[src/rtl/core/ptp_pkg.sv]
// ptp_pkg: opcodes, field widths and the queued command type of the thread picker
// shared by the front end, the command queue and the scheduling back end
// no dependencies
`default_nettype none

package ptp_pkg;

  localparam int SLOT_IDX_W  = 4;
  localparam int PRIO_W      = 5;
  localparam int QUEUE_DEPTH = 2;
  localparam int QPTR_W      = $clog2(QUEUE_DEPTH);

  typedef enum logic [1:0] {
    OP_WRITE   = 2'd0,
    OP_RESCHED = 2'd1,
    OP_YIELD   = 2'd2,
    OP_EXIT    = 2'd3
  } ptp_op_t;

  // one classified item as it travels from the front end to the back end
  typedef struct packed {
    logic                  wr;
    logic                  yield;
    logic                  exit;
    logic [SLOT_IDX_W-1:0] slot;
    logic [PRIO_W-1:0]     prio;
    logic                  rdy;
  } ptp_cmd_t;

endpackage

`default_nettype wire

[src/rtl/core/ptp_front.sv]
// ptp_front: takes items on the command port, classifies them and drops ignored writes
// depends on ptp_pkg
`default_nettype none

module ptp_front #(
  parameter int SLOT_COUNT      = 16,
  parameter int PRIORITY_LEVELS = 32
) (
  input  wire logic                           start,
  input  wire logic                           queue_full,
  input  wire logic [1:0]                     in_opcode,
  input  wire logic [ptp_pkg::SLOT_IDX_W-1:0] in_slot_index,
  input  wire logic [ptp_pkg::PRIO_W-1:0]     in_priority_value,
  input  wire logic                           in_ready_flag,
  output logic                                push,
  output ptp_pkg::ptp_cmd_t                   push_cmd
);
  import ptp_pkg::*;

  ptp_op_t op;
  logic    accept;
  logic    idx_ok;
  logic    prio_ok;
  logic    keep;

  always_comb begin
    op      = ptp_op_t'(in_opcode);
    accept  = start && !queue_full;
    idx_ok  = (9'(in_slot_index) < 9'(SLOT_COUNT));
    prio_ok = (9'(in_priority_value) < 9'(PRIORITY_LEVELS));
    push_cmd.slot = in_slot_index;
    push_cmd.prio = in_priority_value;
    push_cmd.rdy  = in_ready_flag;
    push_cmd.wr    = 1'b0;
    push_cmd.yield = 1'b0;
    push_cmd.exit  = 1'b0;
    keep = 1'b1;
    case (op)
      OP_WRITE: begin
        push_cmd.wr = 1'b1;
        // a write out of range is dropped as a whole
        keep = idx_ok && prio_ok;
      end
      OP_RESCHED: begin
        push_cmd.yield = 1'b0;
      end
      OP_YIELD: begin
        push_cmd.yield = 1'b1;
      end
      OP_EXIT: begin
        push_cmd.yield = 1'b1;
        push_cmd.exit  = 1'b1;
      end
      default: begin
        keep = 1'b0;
      end
    endcase
    push = accept && keep;
  end

endmodule

`default_nettype wire

[src/rtl/core/ptp_queue.sv]
// ptp_queue: short command queue between the front end and the back end
// depends on ptp_pkg
`default_nettype none

module ptp_queue (
  input  wire logic               clk,
  input  wire logic               rst_n,
  input  wire logic               push,
  input  wire ptp_pkg::ptp_cmd_t  push_cmd,
  input  wire logic               pop,
  output ptp_pkg::ptp_cmd_t       pop_cmd,
  output logic                    empty,
  output logic                    full
);
  import ptp_pkg::*;

  ptp_cmd_t          entry_r [QUEUE_DEPTH];
  logic [QPTR_W-1:0] wr_ptr_r;
  logic [QPTR_W-1:0] rd_ptr_r;
  logic [QPTR_W:0]   count_r;
  logic              do_push;
  logic              do_pop;

  assign empty   = (count_r == '0);
  assign full    = (count_r == (QPTR_W+1)'(QUEUE_DEPTH));
  assign pop_cmd = entry_r[rd_ptr_r];
  assign do_push = push && !full;
  assign do_pop  = pop && !empty;

  always_ff @(posedge clk) begin
    if (!rst_n) begin
      wr_ptr_r <= '0;
      rd_ptr_r <= '0;
      count_r  <= '0;
    end else begin
      if (do_push) wr_ptr_r <= wr_ptr_r + 1'b1;
      if (do_pop)  rd_ptr_r <= rd_ptr_r + 1'b1;
      if (do_push && !do_pop) begin
        count_r <= count_r + 1'b1;
      end else if (do_pop && !do_push) begin
        count_r <= count_r - 1'b1;
      end
    end
  end

  always_ff @(posedge clk) begin
    if (do_push) entry_r[wr_ptr_r] <= push_cmd;
  end

endmodule

`default_nettype wire

[src/rtl/core/ptp_back.sv]
// ptp_back: slot table, current slot and switch counter; runs writes and one-slot-a-cycle picks
// depends on ptp_pkg
`default_nettype none

module ptp_back #(
  parameter int SLOT_COUNT      = 16,
  parameter int STAMP_WIDTH     = 32,
  parameter int PRIORITY_LEVELS = 32
) (
  input  wire logic                            clk,
  input  wire logic                            rst_n,
  input  wire logic                            q_empty,
  input  wire ptp_pkg::ptp_cmd_t               q_cmd,
  output logic                                 q_pop,
  output logic                                 out_valid,
  output logic                                 out_found,
  output logic [ptp_pkg::SLOT_IDX_W-1:0]       out_chosen_slot,
  output logic                                 out_switched
);
  import ptp_pkg::*;

  localparam int SW    = $clog2(SLOT_COUNT);
  localparam int IW    = (SW > SLOT_IDX_W) ? SW : SLOT_IDX_W;
  localparam int PLW   = $clog2(PRIORITY_LEVELS);
  localparam int PRW   = (PLW < PRIO_W) ? PLW : PRIO_W;
  localparam logic [SW-1:0] LAST_SLOT = SW'(SLOT_COUNT - 1);

  typedef enum logic [1:0] {
    ST_IDLE,
    ST_SCAN,
    ST_DRAIN
  } state_t;

  state_t                 state_r;
  logic [SLOT_COUNT-1:0]  present_r;
  logic [SLOT_COUNT-1:0]  ready_r;
  logic [SW-1:0]          cur_r;
  logic                   has_cur_r;
  logic [STAMP_WIDTH-1:0] seq_r;
  logic                   have_self_r;
  logic                   yield_r;
  logic [SW-1:0]          scan_r;
  logic                   cand_vld_r;
  logic [SW-1:0]          cand_idx_r;
  logic                   cand_run_r;
  logic [PRW-1:0]         cand_prio_r;
  logic [STAMP_WIDTH-1:0] cand_stamp_r;
  logic                   best_vld_r;
  logic [SW-1:0]          best_idx_r;
  logic [PRW-1:0]         best_prio_r;
  logic [STAMP_WIDTH-1:0] best_stamp_r;
  logic                   out_valid_r;
  logic                   out_found_r;
  logic [SLOT_IDX_W-1:0]  out_chosen_slot_r;
  logic                   out_switched_r;

  logic [PRW-1:0]         prio_mem  [SLOT_COUNT];
  logic [STAMP_WIDTH-1:0] stamp_mem [SLOT_COUNT];

  logic [IW-1:0]          cmd_wide;
  logic [SW-1:0]          cmd_slot;
  logic                   take;
  logic                   cand_self;
  logic                   best_self;
  logic                   best_vld_nxt;
  logic [SW-1:0]          best_idx_nxt;
  logic [PRW-1:0]         best_prio_nxt;
  logic [STAMP_WIDTH-1:0] best_stamp_nxt;
  logic                   keep_cur;
  logic [STAMP_WIDTH-1:0] seq_nxt;
  logic [IW-1:0]          best_wide;
  logic                   stamp_we;
  logic [SW-1:0]          stamp_addr;
  logic [STAMP_WIDTH-1:0] stamp_data;

  assign cmd_wide = IW'(q_cmd.slot);
  assign cmd_slot = cmd_wide[SW-1:0];
  assign q_pop    = (state_r == ST_IDLE) && !q_empty;

  // compare the registered candidate with the best so far, in slot order
  always_comb begin
    cand_self = have_self_r && (cand_idx_r == cur_r);
    best_self = have_self_r && (best_idx_r == cur_r);
    take = 1'b0;
    if (cand_vld_r && cand_run_r) begin
      if (!best_vld_r || (cand_prio_r < best_prio_r)) begin
        take = 1'b1;
      end else if (cand_prio_r == best_prio_r) begin
        if (!yield_r) begin
          if (best_self) take = 1'b0;
          else if (cand_self) take = 1'b1;
          else take = (cand_stamp_r < best_stamp_r);
        end else begin
          if (best_self) take = 1'b1;
          else if (cand_self) take = 1'b0;
          else take = (cand_stamp_r < best_stamp_r);
        end
      end
    end
    best_vld_nxt   = best_vld_r || take;
    best_idx_nxt   = take ? cand_idx_r   : best_idx_r;
    best_prio_nxt  = take ? cand_prio_r  : best_prio_r;
    best_stamp_nxt = take ? cand_stamp_r : best_stamp_r;
    keep_cur  = have_self_r && (best_idx_nxt == cur_r);
    seq_nxt   = seq_r + 1'b1;
    best_wide = IW'(best_idx_nxt);
  end

  // single stamp write port: slot setup clears, a switch stamps
  always_comb begin
    stamp_we   = 1'b0;
    stamp_addr = cmd_slot;
    stamp_data = '0;
    if (q_pop && q_cmd.wr && !present_r[cmd_slot]) begin
      stamp_we = 1'b1;
    end else if ((state_r == ST_DRAIN) && best_vld_nxt && !keep_cur) begin
      stamp_we   = 1'b1;
      stamp_addr = best_idx_nxt;
      stamp_data = seq_nxt;
    end
  end

  always_ff @(posedge clk) begin
    if (!rst_n) begin
      state_r           <= ST_IDLE;
      present_r         <= '0;
      ready_r           <= '0;
      cur_r             <= '0;
      has_cur_r         <= 1'b0;
      seq_r             <= '0;
      cand_vld_r        <= 1'b0;
      best_vld_r        <= 1'b0;
      out_valid_r       <= 1'b0;
      out_found_r       <= 1'b0;
      out_chosen_slot_r <= '0;
      out_switched_r    <= 1'b0;
    end else begin
      out_valid_r <= (state_r == ST_DRAIN);
      case (state_r)
        ST_IDLE: begin
          if (!q_empty) begin
            if (q_cmd.wr) begin
              present_r[cmd_slot] <= 1'b1;
              ready_r[cmd_slot]   <= q_cmd.rdy;
            end else begin
              if (q_cmd.exit && has_cur_r) begin
                present_r[cur_r] <= 1'b0;
                ready_r[cur_r]   <= 1'b0;
              end
              if (q_cmd.exit) has_cur_r <= 1'b0;
              have_self_r <= has_cur_r && !q_cmd.exit;
              yield_r     <= q_cmd.yield;
              scan_r      <= '0;
              cand_vld_r  <= 1'b0;
              best_vld_r  <= 1'b0;
              state_r     <= ST_SCAN;
            end
          end
        end
        ST_SCAN: begin
          cand_vld_r <= 1'b1;
          best_vld_r <= best_vld_nxt;
          if (scan_r == LAST_SLOT) begin
            state_r <= ST_DRAIN;
          end else begin
            scan_r <= scan_r + 1'b1;
          end
        end
        ST_DRAIN: begin
          cand_vld_r        <= 1'b0;
          out_found_r       <= best_vld_nxt;
          out_chosen_slot_r <= best_vld_nxt ? best_wide[SLOT_IDX_W-1:0] : '0;
          out_switched_r    <= best_vld_nxt && !keep_cur;
          if (best_vld_nxt && !keep_cur) begin
            seq_r     <= seq_nxt;
            cur_r     <= best_idx_nxt;
            has_cur_r <= 1'b1;
          end
          state_r <= ST_IDLE;
        end
        default: begin
          state_r <= ST_IDLE;
        end
      endcase
    end
  end

  // candidate pipeline and best-so-far payload
  always_ff @(posedge clk) begin
    cand_idx_r   <= scan_r;
    cand_run_r   <= present_r[scan_r] && ready_r[scan_r];
    best_idx_r   <= best_idx_nxt;
    best_prio_r  <= best_prio_nxt;
    best_stamp_r <= best_stamp_nxt;
  end

  // slot table memories, one read address (the scan) and one write address per memory
  always_ff @(posedge clk) begin
    cand_prio_r  <= prio_mem[scan_r];
    cand_stamp_r <= stamp_mem[scan_r];
    if (q_pop && q_cmd.wr) prio_mem[cmd_slot] <= q_cmd.prio[PRW-1:0];
    if (stamp_we) stamp_mem[stamp_addr] <= stamp_data;
  end

  assign out_valid       = out_valid_r;
  assign out_found       = out_found_r;
  assign out_chosen_slot = out_chosen_slot_r;
  assign out_switched    = out_switched_r;

  a_drain_gives_result: assert property (@(posedge clk) disable iff (!rst_n)
    (state_r == ST_DRAIN) |=> out_valid_r)
    else $error("pick finished without a result transfer");

  a_result_from_drain: assert property (@(posedge clk) disable iff (!rst_n)
    out_valid_r |-> $past(state_r == ST_DRAIN))
    else $error("result transfer without a finished pick");

  a_empty_pick_zero: assert property (@(posedge clk) disable iff (!rst_n)
    (out_valid_r && !out_found_r) |-> (out_chosen_slot_r == '0 && !out_switched_r))
    else $error("empty pick carries a slot or a switch");

  a_switch_sets_owner: assert property (@(posedge clk) disable iff (!rst_n)
    (out_valid_r && out_switched_r) |-> has_cur_r)
    else $error("switch reported but no current slot");

endmodule

`default_nettype wire

[src/rtl/core/priority_thread_picker_unit.sv]
// Strict-priority thread picker; ties keep the owner unless it yields, then the oldest switch-in.
// A schedule item's result strobe rises after the command queue, the idle state, the slot scan,
// the drain state and the result register; the scan holds the back end, a write only the idle state.
// Throughput is set by the pick scanning one slot a cycle through the slot table read port;
// busy rises when the two-entry command queue is full. The receiver cannot stall results.
// Synchronous reset: slot table empty, no current slot, switch counter at zero.
`default_nettype none

module priority_thread_picker_unit #(
  parameter int SLOT_COUNT      = 16,
  parameter int STAMP_WIDTH     = 32,
  parameter int PRIORITY_LEVELS = 32
) (
  input  wire logic                           clk,
  input  wire logic                           rst_n,
  input  wire logic                           start,
  output logic                                busy,
  input  wire logic [1:0]                     in_opcode,
  input  wire logic [ptp_pkg::SLOT_IDX_W-1:0] in_slot_index,
  input  wire logic [ptp_pkg::PRIO_W-1:0]     in_priority_value,
  input  wire logic                           in_ready_flag,
  output logic                                out_valid,
  output logic                                out_found,
  output logic [ptp_pkg::SLOT_IDX_W-1:0]      out_chosen_slot,
  output logic                                out_switched
);
  import ptp_pkg::*;

  logic     push;
  ptp_cmd_t push_cmd;
  logic     pop;
  ptp_cmd_t pop_cmd;
  logic     q_empty;
  logic     q_full;

  assign busy = q_full;

  ptp_front #(
    .SLOT_COUNT      (SLOT_COUNT),
    .PRIORITY_LEVELS (PRIORITY_LEVELS)
  ) u_front (
    .start             (start),
    .queue_full        (q_full),
    .in_opcode         (in_opcode),
    .in_slot_index     (in_slot_index),
    .in_priority_value (in_priority_value),
    .in_ready_flag     (in_ready_flag),
    .push              (push),
    .push_cmd          (push_cmd)
  );

  ptp_queue u_queue (
    .clk      (clk),
    .rst_n    (rst_n),
    .push     (push),
    .push_cmd (push_cmd),
    .pop      (pop),
    .pop_cmd  (pop_cmd),
    .empty    (q_empty),
    .full     (q_full)
  );

  ptp_back #(
    .SLOT_COUNT      (SLOT_COUNT),
    .STAMP_WIDTH     (STAMP_WIDTH),
    .PRIORITY_LEVELS (PRIORITY_LEVELS)
  ) u_back (
    .clk             (clk),
    .rst_n           (rst_n),
    .q_empty         (q_empty),
    .q_cmd           (pop_cmd),
    .q_pop           (pop),
    .out_valid       (out_valid),
    .out_found       (out_found),
    .out_chosen_slot (out_chosen_slot),
    .out_switched    (out_switched)
  );

endmodule

`default_nettype wire

[config.mk]
export PLATFORM = sky130hd
export DESIGN_NAME = priority_thread_picker_unit
export DESIGN_NICKNAME = d
export VERILOG_FILES = /design/src/rtl/core/ptp_pkg.sv /design/src/rtl/core/ptp_front.sv /design/src/rtl/core/ptp_queue.sv /design/src/rtl/core/ptp_back.sv /design/src/rtl/core/priority_thread_picker_unit.sv
export SDC_FILE = /design/constraint.sdc
export NUM_CORES = 1
export LEC_CHECK = 0
export ABC_AREA = 1
export BUFFER_PORTS_ARGS = -buffer_cell sky130_fd_sc_hd__buf_2
export CAP_MARGIN = 10
export CELL_PAD_IN_SITES_DETAIL_PLACEMENT = 1
export CELL_PAD_IN_SITES_GLOBAL_PLACEMENT = 1
export CORE_UTILIZATION = 25
export CTS_CLUSTER_SIZE = 30
export DETAILED_ROUTE_END_ITERATION = 10
export GPL_TIMING_DRIVEN = 0
export MAX_ROUTING_LAYER = met4
export PLACE_DENSITY_LB_ADDON = 0.05
export SETUP_SLACK_MARGIN = 0.3
export SLEW_MARGIN = 10
export SYNTH_ARGS = -nofsm -noshare
export SYNTH_HDL_FRONTEND = slang
export SYNTH_HIERARCHICAL = 1
export SYNTH_SLANG_ARGS = --single-unit
[constraint.sdc]
create_clock -name clk -period 4.5 [get_ports clk]
set_input_delay 0.675 -clock clk [delete_from_list [all_inputs] [get_ports clk]]
set_output_delay 0.675 -clock clk [all_outputs]
set_load 0.01 [all_outputs]
======== Word-level counts from Yosys, hierarchy flattened ========
Memory sizes are Yosys's and may differ from the RTL's. A register that Yosys moved wholly into a read port is not among the register bits.
Index checks and enable logic that the tools add are counted.
operators by class
  add/sub/neg operators ................... 6
  $lt $le $gt $ge ......................... 7
  eq/ne operators ......................... 16
  mux-type cells .......................... 61
  bitwise logic cells ..................... 6
  reductions and logical operators ........ 47
operators with widths
  operator                                                     number
  two-way mux 16 bit                                           4
  two-way mux 32 bit                                           2
  adder 32 x 1 -> 32 bit (second input constant)               1
  bitwise AND 16 bit                                           2
  less-than comparator 32 bit                                  1
  two-way mux 1 bit                                            32
  two-way mux 4 bit                                            7
  logical AND 1 bit                                            20
  bitwise mux 16 bit                                           1
  NOT 16 bit                                                   1
  OR 16 bit                                                    1
  less-than comparator 4 x 5 -> 1 bit (second input constant)  3
  binary-select mux 1 bit (select 4 bit)                       3
  == test 4 bit                                                3
  AND reduction 3 bit                                          4
  two-way mux 2 bit                                            5
  AND reduction 5 bit                                          2
  demux 1 bit (select 4 bit)                                   2
  == test 2 bit (second input constant)                        4
  >= comparator 4 x 1 -> 1 bit (second input constant)         2
  zero test 1 bit                                              8
  inequality test 2 bit (second input constant)                4
  one-hot mux 4 bit (2 select lines)                           1
  nonzero test 2 bit                                           4
  19 further kinds                                             26
storage, ports and cells
  bits in registers ....................... 136
  bits in writable memories ............... 618
  input bits .............................. 15
  output and inout bits ................... 8
  logic and storage cells ................. 169
  memories kept ........................... 3
memory list
  memory            words  width  read ports  clocked after Yosys merged registers in  wr ports  RTL line         text
  u_back.stamp_mem  16     32     1           1                                        1         ptp_back.sv:58   logic [STAMP_WIDTH-1:0] stamp_mem [SLOT_COUNT];
  u_back.prio_mem   16     5      1           1                                        1         ptp_back.sv:57   logic [PRW-1:0] prio_mem [SLOT_COUNT];
  u_queue.entry_r   2      13     1           1                                        1         ptp_queue.sv:17  ptp_cmd_t entry_r [QUEUE_DEPTH];

======== Longest topological paths before layout ========
Gate-level depths: netlist of the first run.
  depth in word-level cells ............... 17
  mapped depth ............................ 29
  gate-level depth less buffers ........... 28

======== Modules after synthesis ========
Netlist of the first run, hierarchy kept.
modules (own cells, without submodules)
  module     times used  cells an instance  area each (um^2)
  ptp_back   1           2532               30794.5
  ptp_queue  1           78                 1186.1
  ptp_front  1           16                 97.6

======== Worst setup path before layout of the first run ========
OpenSTA, ideal clock, no wires.
  kind .................................... register -> register
  from .................................... register u_back.best_stamp_r[31]
  to ...................................... memory u_back.stamp_mem[0][0], enable pin
  data arrival time ....................... 3652 ps
  setup slack ............................. 427 ps
  cell stages (with the launch flop) ...... 24
  clock period less this slack ............ 4073 ps
  cells stage by stage .................... edfxtp_1 > inv_1 > ha_1 > nand2_1 > nor2_1 > nand4_1 > a21oi_1 > nor2_1 > nand2_1 > nand2_1 > nand2_2 > nand2_4 > nand2_4 > nand2_1 > o21ai_1 > nand2_1 > nand2_1 > nand3_4 > nand2_4 > buf_6 > nand2_2 > nand2_2 > nand2_2 > nor2_1
between the ends
  word-level cells in the longest chain between the ends .. 16
  elaborated cells between the ends (all ways) .. 22
ends and longest elaborated chain
  item                                     RTL line                        text
  start, declared                          ptp_back.sv:51                  logic [STAMP_WIDTH-1:0] best_stamp_r;
  start signal, assigned                   ptp_back.sv:194                 best_stamp_r <= best_stamp_nxt;
  less-than comparator 32 bit *            ptp_back.sv:92, ptp_back.sv:96
  two-way mux 1 bit (on tied branches)     ptp_back.sv:91, ptp_back.sv:95
  two-way mux 1 bit (on tied branches)     ptp_back.sv:90, ptp_back.sv:94
  two-way mux 1 bit *                      ptp_back.sv:89                  if (!yield_r) begin
  two-way mux 1 bit *                      ptp_back.sv:88                  end else if (cand_prio_r == best_prio_r) begin
  two-way mux 1 bit *                      ptp_back.sv:86                  if (!best_vld_r || (cand_prio_r < best_prio_r)) begin
  two-way mux 1 bit *                      ptp_back.sv:85                  if (cand_vld_r && cand_run_r) begin
  two-way mux 4 bit                        ptp_back.sv:101                 best_idx_nxt = take ? cand_idx_r : best_idx_r;
  == test 4 bit                            ptp_back.sv:104                 keep_cur = have_self_r && (best_idx_nxt == cur_r);
  logical AND 1 bit                        ptp_back.sv:104
  zero test 1 bit                          ptp_back.sv:116                 end else if ((state_r == ST_DRAIN) && best_vld_nxt && !keep_cur) begin
  logical AND 1 bit                        ptp_back.sv:116
  two-way mux 1 bit                        ptp_back.sv:116
  two-way mux 1 bit                        ptp_back.sv:114                 if (q_pop && q_cmd.wr && !present_r[cmd_slot]) begin
  two-way mux 1 bit                        ptp_back.sv:202                 if (stamp_we) stamp_mem[stamp_addr] <= stamp_data;
  two-way mux 1 bit (implied by the code)  ptp_back.sv:202
  end, declared                            ptp_back.sv:58
Every way passes the cells marked *; elsewhere a longest branch is shown, timed or not.

======== Worst setup path in the final report of the first run ========
  from .................................... register u_back.best_stamp_r[31]
  to ...................................... memory u_back.stamp_mem[0][23], enable pin
Same word-level chain as after synthesis.

==> flow_results.xml, run 1 <==
<?xml version="1.0" encoding="UTF-8"?>
<metrics>
  <group name="drt">
    <metric name="wl_per_cell" unit="um">26.28</metric>
    <metric name="route.detailed.drc" unit="">0</metric>
    <metric name="drtIter0Drc" unit="">1419</metric>
    <metric name="top_sig_layer" unit="">met4</metric>
    <metric name="met2_length" unit="um">58180</metric>
    <metric name="wl_final" unit="um">120200</metric>
    <metric name="vias" unit="">21570</metric>
    <metric name="via_to_cell_ratio" unit="">4.718</metric>
    <metric name="drt.antenna.violating_nets" unit="">0</metric>
    <metric name="first_pass_iters" unit="">5</metric>
    <metric name="wire_length_on_met1" unit="um">56490</metric>
    <metric name="wl_met3" unit="um">3539</metric>
  </group>
  <group name="yosys">
    <metric name="ys_top_cells_by_area" unit="">sky130_fd_sc_hd__edfxtp_1 62%, sky130_fd_sc_hd__dfxtp_1 8.2%, sky130_fd_sc_hd__nor2_1 6.0%, sky130_fd_sc_hd__o21ai_0 3.0%, sky130_fd_sc_hd__o32ai_1 2.5%</metric>
    <metric name="synth_largest_type_area_fraction" unit="%">61.88</metric>
    <metric name="synth_enable_flop_cells" unit="">661</metric>
    <metric name="synth.distinct_cells" unit="">49</metric>
    <metric name="synth-seq-area-share" unit="%">70.05</metric>
    <metric name="synth-main-ff-cell" unit="">sky130_fd_sc_hd__edfxtp_1</metric>
    <metric name="syn_inst" unit="">2626</metric>
    <metric name="synthDominantAreaCellType" unit="">sky130_fd_sc_hd__edfxtp_1</metric>
    <metric name="ys_seq_elements" unit="">792</metric>
    <metric name="top_cells_by_count_synth" unit="">661 x sky130_fd_sc_hd__edfxtp_1, 510 x sky130_fd_sc_hd__nor2_1, 208 x sky130_fd_sc_hd__nand2_1</metric>
    <metric name="yosys_warnings" unit="">6</metric>
    <metric name="synthMostInstantiatedCell" unit="">sky130_fd_sc_hd__edfxtp_1</metric>
    <metric name="synth_fp_nets" unit="">2680</metric>
    <metric name="async_flop_share" unit="%">0</metric>
    <metric name="syn_area" unit="um2">32080</metric>
    <metric name="syn_area_cell" unit="um2">12.22</metric>
  </group>
  <group name="critical_path">
    <metric name="worstPathMaxFanout" unit="">7</metric>
    <metric name="cp-end-kind" unit="">register</metric>
    <metric name="timing.setup.critical_path_class" unit="">register to register</metric>
    <metric name="timing.critical_path.from_type" unit="">register</metric>
    <metric name="timing.critical_path.slowest_cell_delay" unit="ps">340</metric>
    <metric name="crit_path_frequent_cell" unit="">sky130_fd_sc_hd__nand2_4</metric>
    <metric name="cpMaxStageDelayCell" unit="">sky130_fd_sc_hd__edfxtp_1</metric>
    <metric name="critical_path_required" unit="ps">4900</metric>
    <metric name="worst_r2r_path_depth" unit="">26</metric>
    <metric name="critical_path_arrival" unit="ps">4400</metric>
  </group>
  <group name="clocking">
    <metric name="worstSkewPairLatency" unit="ps">700</metric>
    <metric name="numCtsBuffers" unit="">95</metric>
    <metric name="worst_setup_hold_path_clk_slew" unit="ps">60</metric>
    <metric name="number_of_sinks_on_the_clock_net" unit="">792</metric>
    <metric name="cts-htree-levels" unit="">3</metric>
    <metric name="tritoncts_clock_tree" unit="">yes</metric>
    <metric name="clockRootBuffer" unit="">sky130_fd_sc_hd__clkbuf_16</metric>
    <metric name="ctsLongestPathBuffers" unit="">3</metric>
    <metric name="cts-hold-fix-buffers" unit="">0</metric>
  </group>
  <group name="die">
    <metric name="floorplan.die.width" unit="um">360.2</metric>
    <metric name="site_row_count" unit="">131</metric>
    <metric name="fp.dieArea" unit="um2">129800</metric>
    <metric name="floorplan.core_area" unit="um2">127400</metric>
    <metric name="ios" unit="">23</metric>
    <metric name="start_util" unit="%">25.19</metric>
    <metric name="height_of_the_die" unit="um">360.2</metric>
  </group>
  <group name="flow_run">
    <metric name="maxCapViolCount" unit="">0</metric>
  </group>
  <group name="sta">
    <metric name="slew-limit-headroom" unit="%">14.74</metric>
    <metric name="slew_viol_final" unit="">0</metric>
    <metric name="setup_repair_after_global_routing_missed_its_margin" unit="">false</metric>
    <metric name="worst-slew-pin-transition" unit="ps">1279</metric>
    <metric name="period_share" unit="%">89.04</metric>
    <metric name="final.min_clock_period" unit="ps">4007</metric>
    <metric name="worst_clock_skew" unit="ps">36.40</metric>
    <metric name="hold_viol" unit="">0</metric>
    <metric name="setup_viol" unit="">0</metric>
    <metric name="clock.fmax" unit="MHz">249.6</metric>
  </group>
  <group name="final_layout">
    <metric name="final_cell_area" unit="um2">39310</metric>
    <metric name="area_growth_syn_to_layout" unit="%">22.55</metric>
    <metric name="design.final.nets" unit="">2882</metric>
    <metric name="utilization_after_layout" unit="%">30.87</metric>
    <metric name="share_of_final_layout_standard_cells_stronger_than_drive_strength_1" unit="%">13.61</metric>
  </group>
  <group name="power_and_ir_drop">
    <metric name="power_per_cell_area" unit="nW/um2">534.6</metric>
    <metric name="power_frac_seq" unit="%">42.4</metric>
    <metric name="netSwitchingFraction" unit="%">32.13</metric>
    <metric name="power_leakage" unit="uW">0.01258</metric>
    <metric name="share_comb_of_total_power" unit="%">21.9</metric>
    <metric name="net-switching-power" unit="uW">6754</metric>
    <metric name="worst_ir_drop_vdd" unit="mV">0.3054</metric>
    <metric name="p_int" unit="uW">14260</metric>
    <metric name="clkPwrFrac" unit="%">35.7</metric>
  </group>
  <group name="place">
    <metric name="finalWeightedCongestion" unit="">0.7773</metric>
    <metric name="place_hpwl" unit="um">83940</metric>
    <metric name="buffer_ports.inserted" unit="">12</metric>
    <metric name="placed_area" unit="um2">35160</metric>
  </group>
  <group name="grt">
    <metric name="grt_first_pass_wirelength" unit="um">168600</metric>
    <metric name="grt_max_degree" unit="">22</metric>
    <metric name="antenna_violations_before_repair" unit="">3</metric>
    <metric name="first_global_vias" unit="">22580</metric>
    <metric name="gr_overflow_total" unit="">0</metric>
    <metric name="gr-usage-all-layers" unit="%">18.83</metric>
  </group>
  <group name="worst_hold_path">
    <metric name="min_path_type" unit="">input pin to register</metric>
    <metric name="timing.hold.worst_path_depth" unit="">1</metric>
  </group>
  <group name="run_status">
    <metric name="run_status" unit="">completed</metric>
  </group>
</metrics>
==> registers in the layout, summed over array words and instances (netlist names), 2 cells and up, named ones only <==
signal	cells
u_back/stamp_mem	512
u_back/prio_mem	80
u_back/best_stamp_r	32
u_back/cand_stamp_r	32
u_back/seq_r	32
u_queue/entry_r	26
u_back/present_r	16
u_back/ready_r	16
u_back/best_prio_r	5
u_back/cand_prio_r	5
u_back/best_idx_r	4
u_back/cand_idx_r	4
u_back/cur_r	4
u_back/out_chosen_slot	4
u_back/scan_r	4
u_back/state_r	2
u_queue/count_r	2
==> metal layers <==
layer	vias up	GRT usage, %
met5	-	-
met4	0	4.634
met3	122	2.105
met2	331	30.78
met1	11210	24.89
li1	9909	-
==> critical path: cells and delay by family, from the launching register on <==
family | cells | cell delay [ps]
compound gates | 2 | 330
fa+ha+maj | 1 | 270
buf+inv | 5 | 720
flops | 1 | 340
simple gates | 18 | 1990
==> cells by family (layout without fill, tap and decap cells) <==
kind of cell | after synthesis | count (layout) | synth area share (%)
XOR/XNOR | 26 | 26 | 0.7099
flip-flops | 792 | 792 | 70.05
buffers and inverters | 327 | 609 | 4.115
multiplexers | 69 | 69 | 2.204
other | 0 | 1 | 0
AND/OR/NAND/NOR | 890 | 891 | 11.51
AO/OA/AOI/OAI | 483 | 483 | 9.888
adder cells (fa/ha/maj) | 39 | 39 | 1.521
==> final timing paths <==
path              slack (ps)                       to                     from
setup / recovery         490  u_back/stamp_mem[0][23]  u_back/best_stamp_r[31]
hold / removal           170    u_queue/entry_r[0][5]     in_priority_value[4]
setup reg to reg         490  u_back/stamp_mem[0][23]  u_back/best_stamp_r[31]
hold reg to reg          380     u_back/cand_idx_r[2]         u_back/scan_r[2]
==> placed cells by master (no fill, tap or decap), types with 29 or more instances in the layout <==
cell type / instances
sky130_fd_sc_hd__nand2_1: 199
sky130_fd_sc_hd__inv_1: 162
sky130_fd_sc_hd__o221ai_1: 58
sky130_fd_sc_hd__clkbuf_16: 108
sky130_fd_sc_hd__edfxtp_1: 661
sky130_fd_sc_hd__a21oi_1: 60
sky130_fd_sc_hd__o21ai_0: 190
sky130_fd_sc_hd__mux2i_1: 56
sky130_fd_sc_hd__buf_4: 41
sky130_fd_sc_hd__o32ai_1: 92
sky130_fd_sc_hd__nor2_1: 461
sky130_fd_sc_hd__buf_12: 29
sky130_fd_sc_hd__nor2_4: 29
sky130_fd_sc_hd__clkbuf_1: 134
sky130_fd_sc_hd__nand3_1: 104
sky130_fd_sc_hd__dfxtp_1: 131
sky130_fd_sc_hd__ha_1: 38
==> what timing repair did <==
action / in CTS / in global routing
setup endpoints to repair: 1062 / 629
setup buffers: 31 / 15
cloned: 2 / 7
pin swaps: 18 / 21
gates resized for setup: 42 / 54
==> area by class of cell <==
| cell class | instances | area, um2 |
|---|---|---|
| inverter | 179 | 701.9 |
| sequential | 792 | 22470 |
| timing repair buffer | 104 | 1573 |
| multi-input combinational | 1508 | 8768 |
| buffer | 148 | 678.2 |
| tap | 1662 | 2079 |
| fill | 13540 | 88040 |
| clock inverter | 40 | 282.8 |
| clock buffer | 138 | 2754 |
| antenna | 1 | 2.502 |
==> power by group through the flow <==
| stage | Combinational (uW) | Sequential [uW] | Clock [uW] |
|---|---|---|---|
| 5_1_grt | 5010 | 8960 | 8050 |
| 2_1_floorplan | 2380 | 8940 | 0 |
| 6_report | 4600 | 8900 | 7510 |
| 3_3_place_gp | 4310 | 9060 | 0 |
| 4_1_cts | 4590 | 8900 | 7790 |
| 3_5_place_dp | 4470 | 9050 | 0 |
==> through the flow <==
stage,setup WS [ps],std cells,hold slack (ps),power (uW),TNS (ps)
2_1_floorplan,426.8,2626,346.2,11320,0
3_3_place_gp,-3926,4300,373.3,13370,-2194950
3_5_place_dp,-1133,4338,360.6,13520,-678350
4_1_cts,243.1,4549,95.35,21280,0
5_1_grt,301.9,4571,129.1,22030,0
6_report,493.4,4572,168.5,21020,0
No activity file was read; power rests on OpenSTA's default activity.
==> run 2: changes to the inputs <==
--- a/config.mk
+++ b/config.mk
@@ -10,7 +10,7 @@
 export CAP_MARGIN = 10
 export CELL_PAD_IN_SITES_DETAIL_PLACEMENT = 1
 export CELL_PAD_IN_SITES_GLOBAL_PLACEMENT = 1
-export CORE_UTILIZATION = 25
+export CORE_UTILIZATION = 45
 export CTS_CLUSTER_SIZE = 30
 export DETAILED_ROUTE_END_ITERATION = 10
 export GPL_TIMING_DRIVEN = 0
==> constraint.sdc (replaced) <==
create_clock -name clk -period 5.05 [get_ports clk]
set_input_delay 0.7575 -clock clk [delete_from_list [all_inputs] [get_ports clk]]
set_output_delay 0.7575 -clock clk [all_outputs]
set_load 0.01 [all_outputs]
==> flow_results.xml, run 2 (synthesis results as in run 1) <==
<?xml version="1.0" encoding="UTF-8"?>
<metrics>
  <group name="place">
    <metric name="place_hpwl" unit="um">69280</metric>
    <metric name="placed_area" unit="um2">33840</metric>
    <metric name="finalWeightedCongestion" unit="">0.8742</metric>
    <metric name="buffer_ports.inserted" unit="">12</metric>
  </group>
  <group name="grt">
    <metric name="first_global_vias" unit="">22340</metric>
    <metric name="grt_first_pass_wirelength" unit="um">144800</metric>
    <metric name="antenna_violations_before_repair" unit="">4</metric>
    <metric name="gr_overflow_total" unit="">0</metric>
    <metric name="gr-usage-met2" unit="%">46.85</metric>
    <metric name="grt_max_degree" unit="">24</metric>
    <metric name="grtUsageMet1" unit="%">37.54</metric>
    <metric name="gr-usage-all-layers" unit="%">28.48</metric>
    <metric name="gr-usage-met3" unit="%">3.452</metric>
    <metric name="grt_busiest_layer" unit="">met2</metric>
  </group>
  <group name="sta">
    <metric name="hold_viol" unit="">0</metric>
    <metric name="setup_viol" unit="">0</metric>
    <metric name="slew-limit-headroom" unit="%">22.84</metric>
    <metric name="period_share" unit="%">90.57</metric>
    <metric name="final.min_clock_period" unit="ps">4574</metric>
    <metric name="worst-slew-pin-transition" unit="ps">1157</metric>
    <metric name="slew_viol_final" unit="">0</metric>
    <metric name="totalNegativeSetupSlack" unit="ps">0</metric>
    <metric name="setup_repair_after_global_routing_missed_its_margin" unit="">false</metric>
    <metric name="clock.fmax" unit="MHz">218.6</metric>
    <metric name="worst_clock_skew" unit="ps">21.40</metric>
  </group>
  <group name="drt">
    <metric name="wl_per_cell" unit="um">26.18</metric>
    <metric name="drt.antenna.violating_nets" unit="">0</metric>
    <metric name="wl_final" unit="um">98780</metric>
    <metric name="drtIter0Drc" unit="">1925</metric>
    <metric name="via_to_cell_ratio" unit="">5.740</metric>
    <metric name="first_pass_iters" unit="">5</metric>
    <metric name="route.detailed.drc" unit="">0</metric>
    <metric name="vias" unit="">21660</metric>
  </group>
  <group name="final_layout">
    <metric name="final_cell_area" unit="um2">36930</metric>
    <metric name="design.final.nets" unit="">2819</metric>
    <metric name="layout_commonest_cell" unit="">sky130_fd_sc_hd__edfxtp_1</metric>
    <metric name="utilization_after_layout" unit="%">52.55</metric>
    <metric name="share_of_final_layout_standard_cells_stronger_than_drive_strength_1" unit="%">10.41</metric>
    <metric name="area_growth_syn_to_layout" unit="%">15.11</metric>
    <metric name="nFillCells" unit="">7166</metric>
    <metric name="most-common-layout-cells" unit="">661 x sky130_fd_sc_hd__edfxtp_1, 469 x sky130_fd_sc_hd__nor2_1, 208 x sky130_fd_sc_hd__nand2_1</metric>
    <metric name="largest_register_ff_count" unit="">512</metric>
    <metric name="largest_registers_in_the_final_layout" unit="">u_back/stamp_mem x512, u_back/prio_mem x80</metric>
    <metric name="diodes" unit="">0</metric>
    <metric name="biggest_register" unit="">u_back/stamp_mem</metric>
  </group>
  <group name="clocking">
    <metric name="worstSkewPairLatency" unit="ps">630</metric>
    <metric name="worst_setup_hold_path_clk_slew" unit="ps">60</metric>
    <metric name="ctsLongestPathBuffers" unit="">3</metric>
    <metric name="numCtsBuffers" unit="">84</metric>
    <metric name="clockRootBuffer" unit="">sky130_fd_sc_hd__clkbuf_16</metric>
    <metric name="tritoncts_clock_tree" unit="">yes</metric>
    <metric name="cts-htree-levels" unit="">3</metric>
    <metric name="number_of_sinks_on_the_clock_net" unit="">792</metric>
  </group>
  <group name="die">
    <metric name="ios" unit="">23</metric>
    <metric name="start_util" unit="%">45.65</metric>
    <metric name="floorplan.die.width" unit="um">269.0</metric>
    <metric name="site_row_count" unit="">97</metric>
    <metric name="height_of_the_die" unit="um">269.0</metric>
    <metric name="fp.dieArea" unit="um2">72360</metric>
    <metric name="floorplan.core_area" unit="um2">70270</metric>
  </group>
  <group name="power_and_ir_drop">
    <metric name="power_leakage" unit="uW">0.01200</metric>
    <metric name="worst_ir_drop_vdd" unit="mV">0.3008</metric>
    <metric name="power_per_cell_area" unit="nW/um2">483.4</metric>
  </group>
  <group name="run_status">
    <metric name="run_status" unit="">completed</metric>
  </group>
  <group name="critical_path">
    <metric name="worstPathMaxFanout" unit="">16</metric>
    <metric name="critical_path_required" unit="ps">5330</metric>
    <metric name="timing.setup.critical_path_class" unit="">register to register</metric>
    <metric name="critical_path_arrival" unit="ps">4850</metric>
    <metric name="timing.critical_path.from_type" unit="">register</metric>
    <metric name="cp-end-kind" unit="">register</metric>
  </group>
  <group name="flow_run">
    <metric name="maxCapViolCount" unit="">0</metric>
  </group>
  <group name="worst_hold_path">
    <metric name="min_path_type" unit="">input pin to register</metric>
  </group>
</metrics>
-- run 2: changes by cell type in the layout (fill, tap and decap cells not counted), moves of 11 or more --
| cell | change |
|---|---|
| sky130_fd_sc_hd__nor2_4 | -12 |
| sky130_fd_sc_hd__buf_8 | -11 |
| sky130_fd_sc_hd__nand2_4 | -13 |
| sky130_fd_sc_hd__clkbuf_16 | -21 |
| sky130_fd_sc_hd__buf_4 | -14 |
-- run 2: stage by stage --
step / worst slack, ps / total power, uW / instances / hold slack (ps)
floorplan: 976.8 / 10090 / 2626 / 346.2
global placement: -2041 / 11460 / 3578 / 357.4
detailed placement: -116.6 / 11670 / 3596 / 390.6
CTS: 163.2 / 17960 / 3758 / 287.6
global route: 329.8 / 18550 / 3773 / 300.5
finish: 476.4 / 17850 / 3773 / 318.8
-- run 2: metal layers --
layer	vias to the layer above	part of all wire, %
met3	149	6.1
met2	612	49
met1	11160	43
met5	-	0
li1	9733	-
met4	0	2.4
-- run 2: what timing repair did --
| item | 4_1_cts | 5_1_grt |
|---|---|---|
| gates resized for setup | 9 | 5 |
| buffers inserted | 8 | 15 |
| pin swaps | 6 | 10 |
| hold buffers | 0 | 0 |
| setup endpoints to repair | 504 | 352 |
-- run 2: where the power goes --
part	switching [uW]	total, uW	internal [uW]	leakage (uW)
logic	2680	3670	985	0.00421
clock network	2530	6270	3730	0.00136
registers	231	7920	7690	0.00643
-- run 2: critical path, stage by stage (launching register included) --
cell                       delay (ps)
sky130_fd_sc_hd__edfxtp_1         330
sky130_fd_sc_hd__inv_1             40
sky130_fd_sc_hd__ha_1             280
sky130_fd_sc_hd__nand2_1           90
sky130_fd_sc_hd__nor2_1           310
sky130_fd_sc_hd__nand4_1          360
sky130_fd_sc_hd__nor2_2           300
sky130_fd_sc_hd__nand2_1          190
sky130_fd_sc_hd__nand2_1          200
sky130_fd_sc_hd__nand2_1           90
sky130_fd_sc_hd__nand2_2           80
sky130_fd_sc_hd__nand2_4           80
sky130_fd_sc_hd__nand2_4          140
sky130_fd_sc_hd__nand2_2           80
sky130_fd_sc_hd__nand2_2          100
sky130_fd_sc_hd__nand2_2           60
sky130_fd_sc_hd__nand2_2           70
sky130_fd_sc_hd__nor2_4            40
sky130_fd_sc_hd__nand3_4          100
sky130_fd_sc_hd__nand2_4           90
sky130_fd_sc_hd__buf_4            210
sky130_fd_sc_hd__buf_2            220
sky130_fd_sc_hd__nor2_2           730
-- run 2: path summary, 6_finish.rpt --
check | start | end | slack [ps] | cells past startpoint
worst min-delay path | in_priority_value[1] | u_queue/entry_r[0][2] | 320 | 1
worst max register to register | u_back/best_stamp_r[31] | u_back/stamp_mem[15][18] | 480 | 22
worst min register to register | u_back/scan_r[2] | u_back/cand_idx_r[2] | 420 | 0
worst max-delay path | u_back/best_stamp_r[31] | u_back/stamp_mem[15][18] | 480 | 22
-- run 2: area by class of cell --
cell class	instances	area (um2)	share of cell area [%]
inverter	179	671.9	1.820
clock buffer	115	2322	6.289
sequential	792	22470	60.85
clock inverter	39	461.7	1.250
buffer	148	648.1	1.755
timing repair buffer	53	701.9	1.901
multi-input combinational	1507	8473	22.95
tap	940	1176	3.185
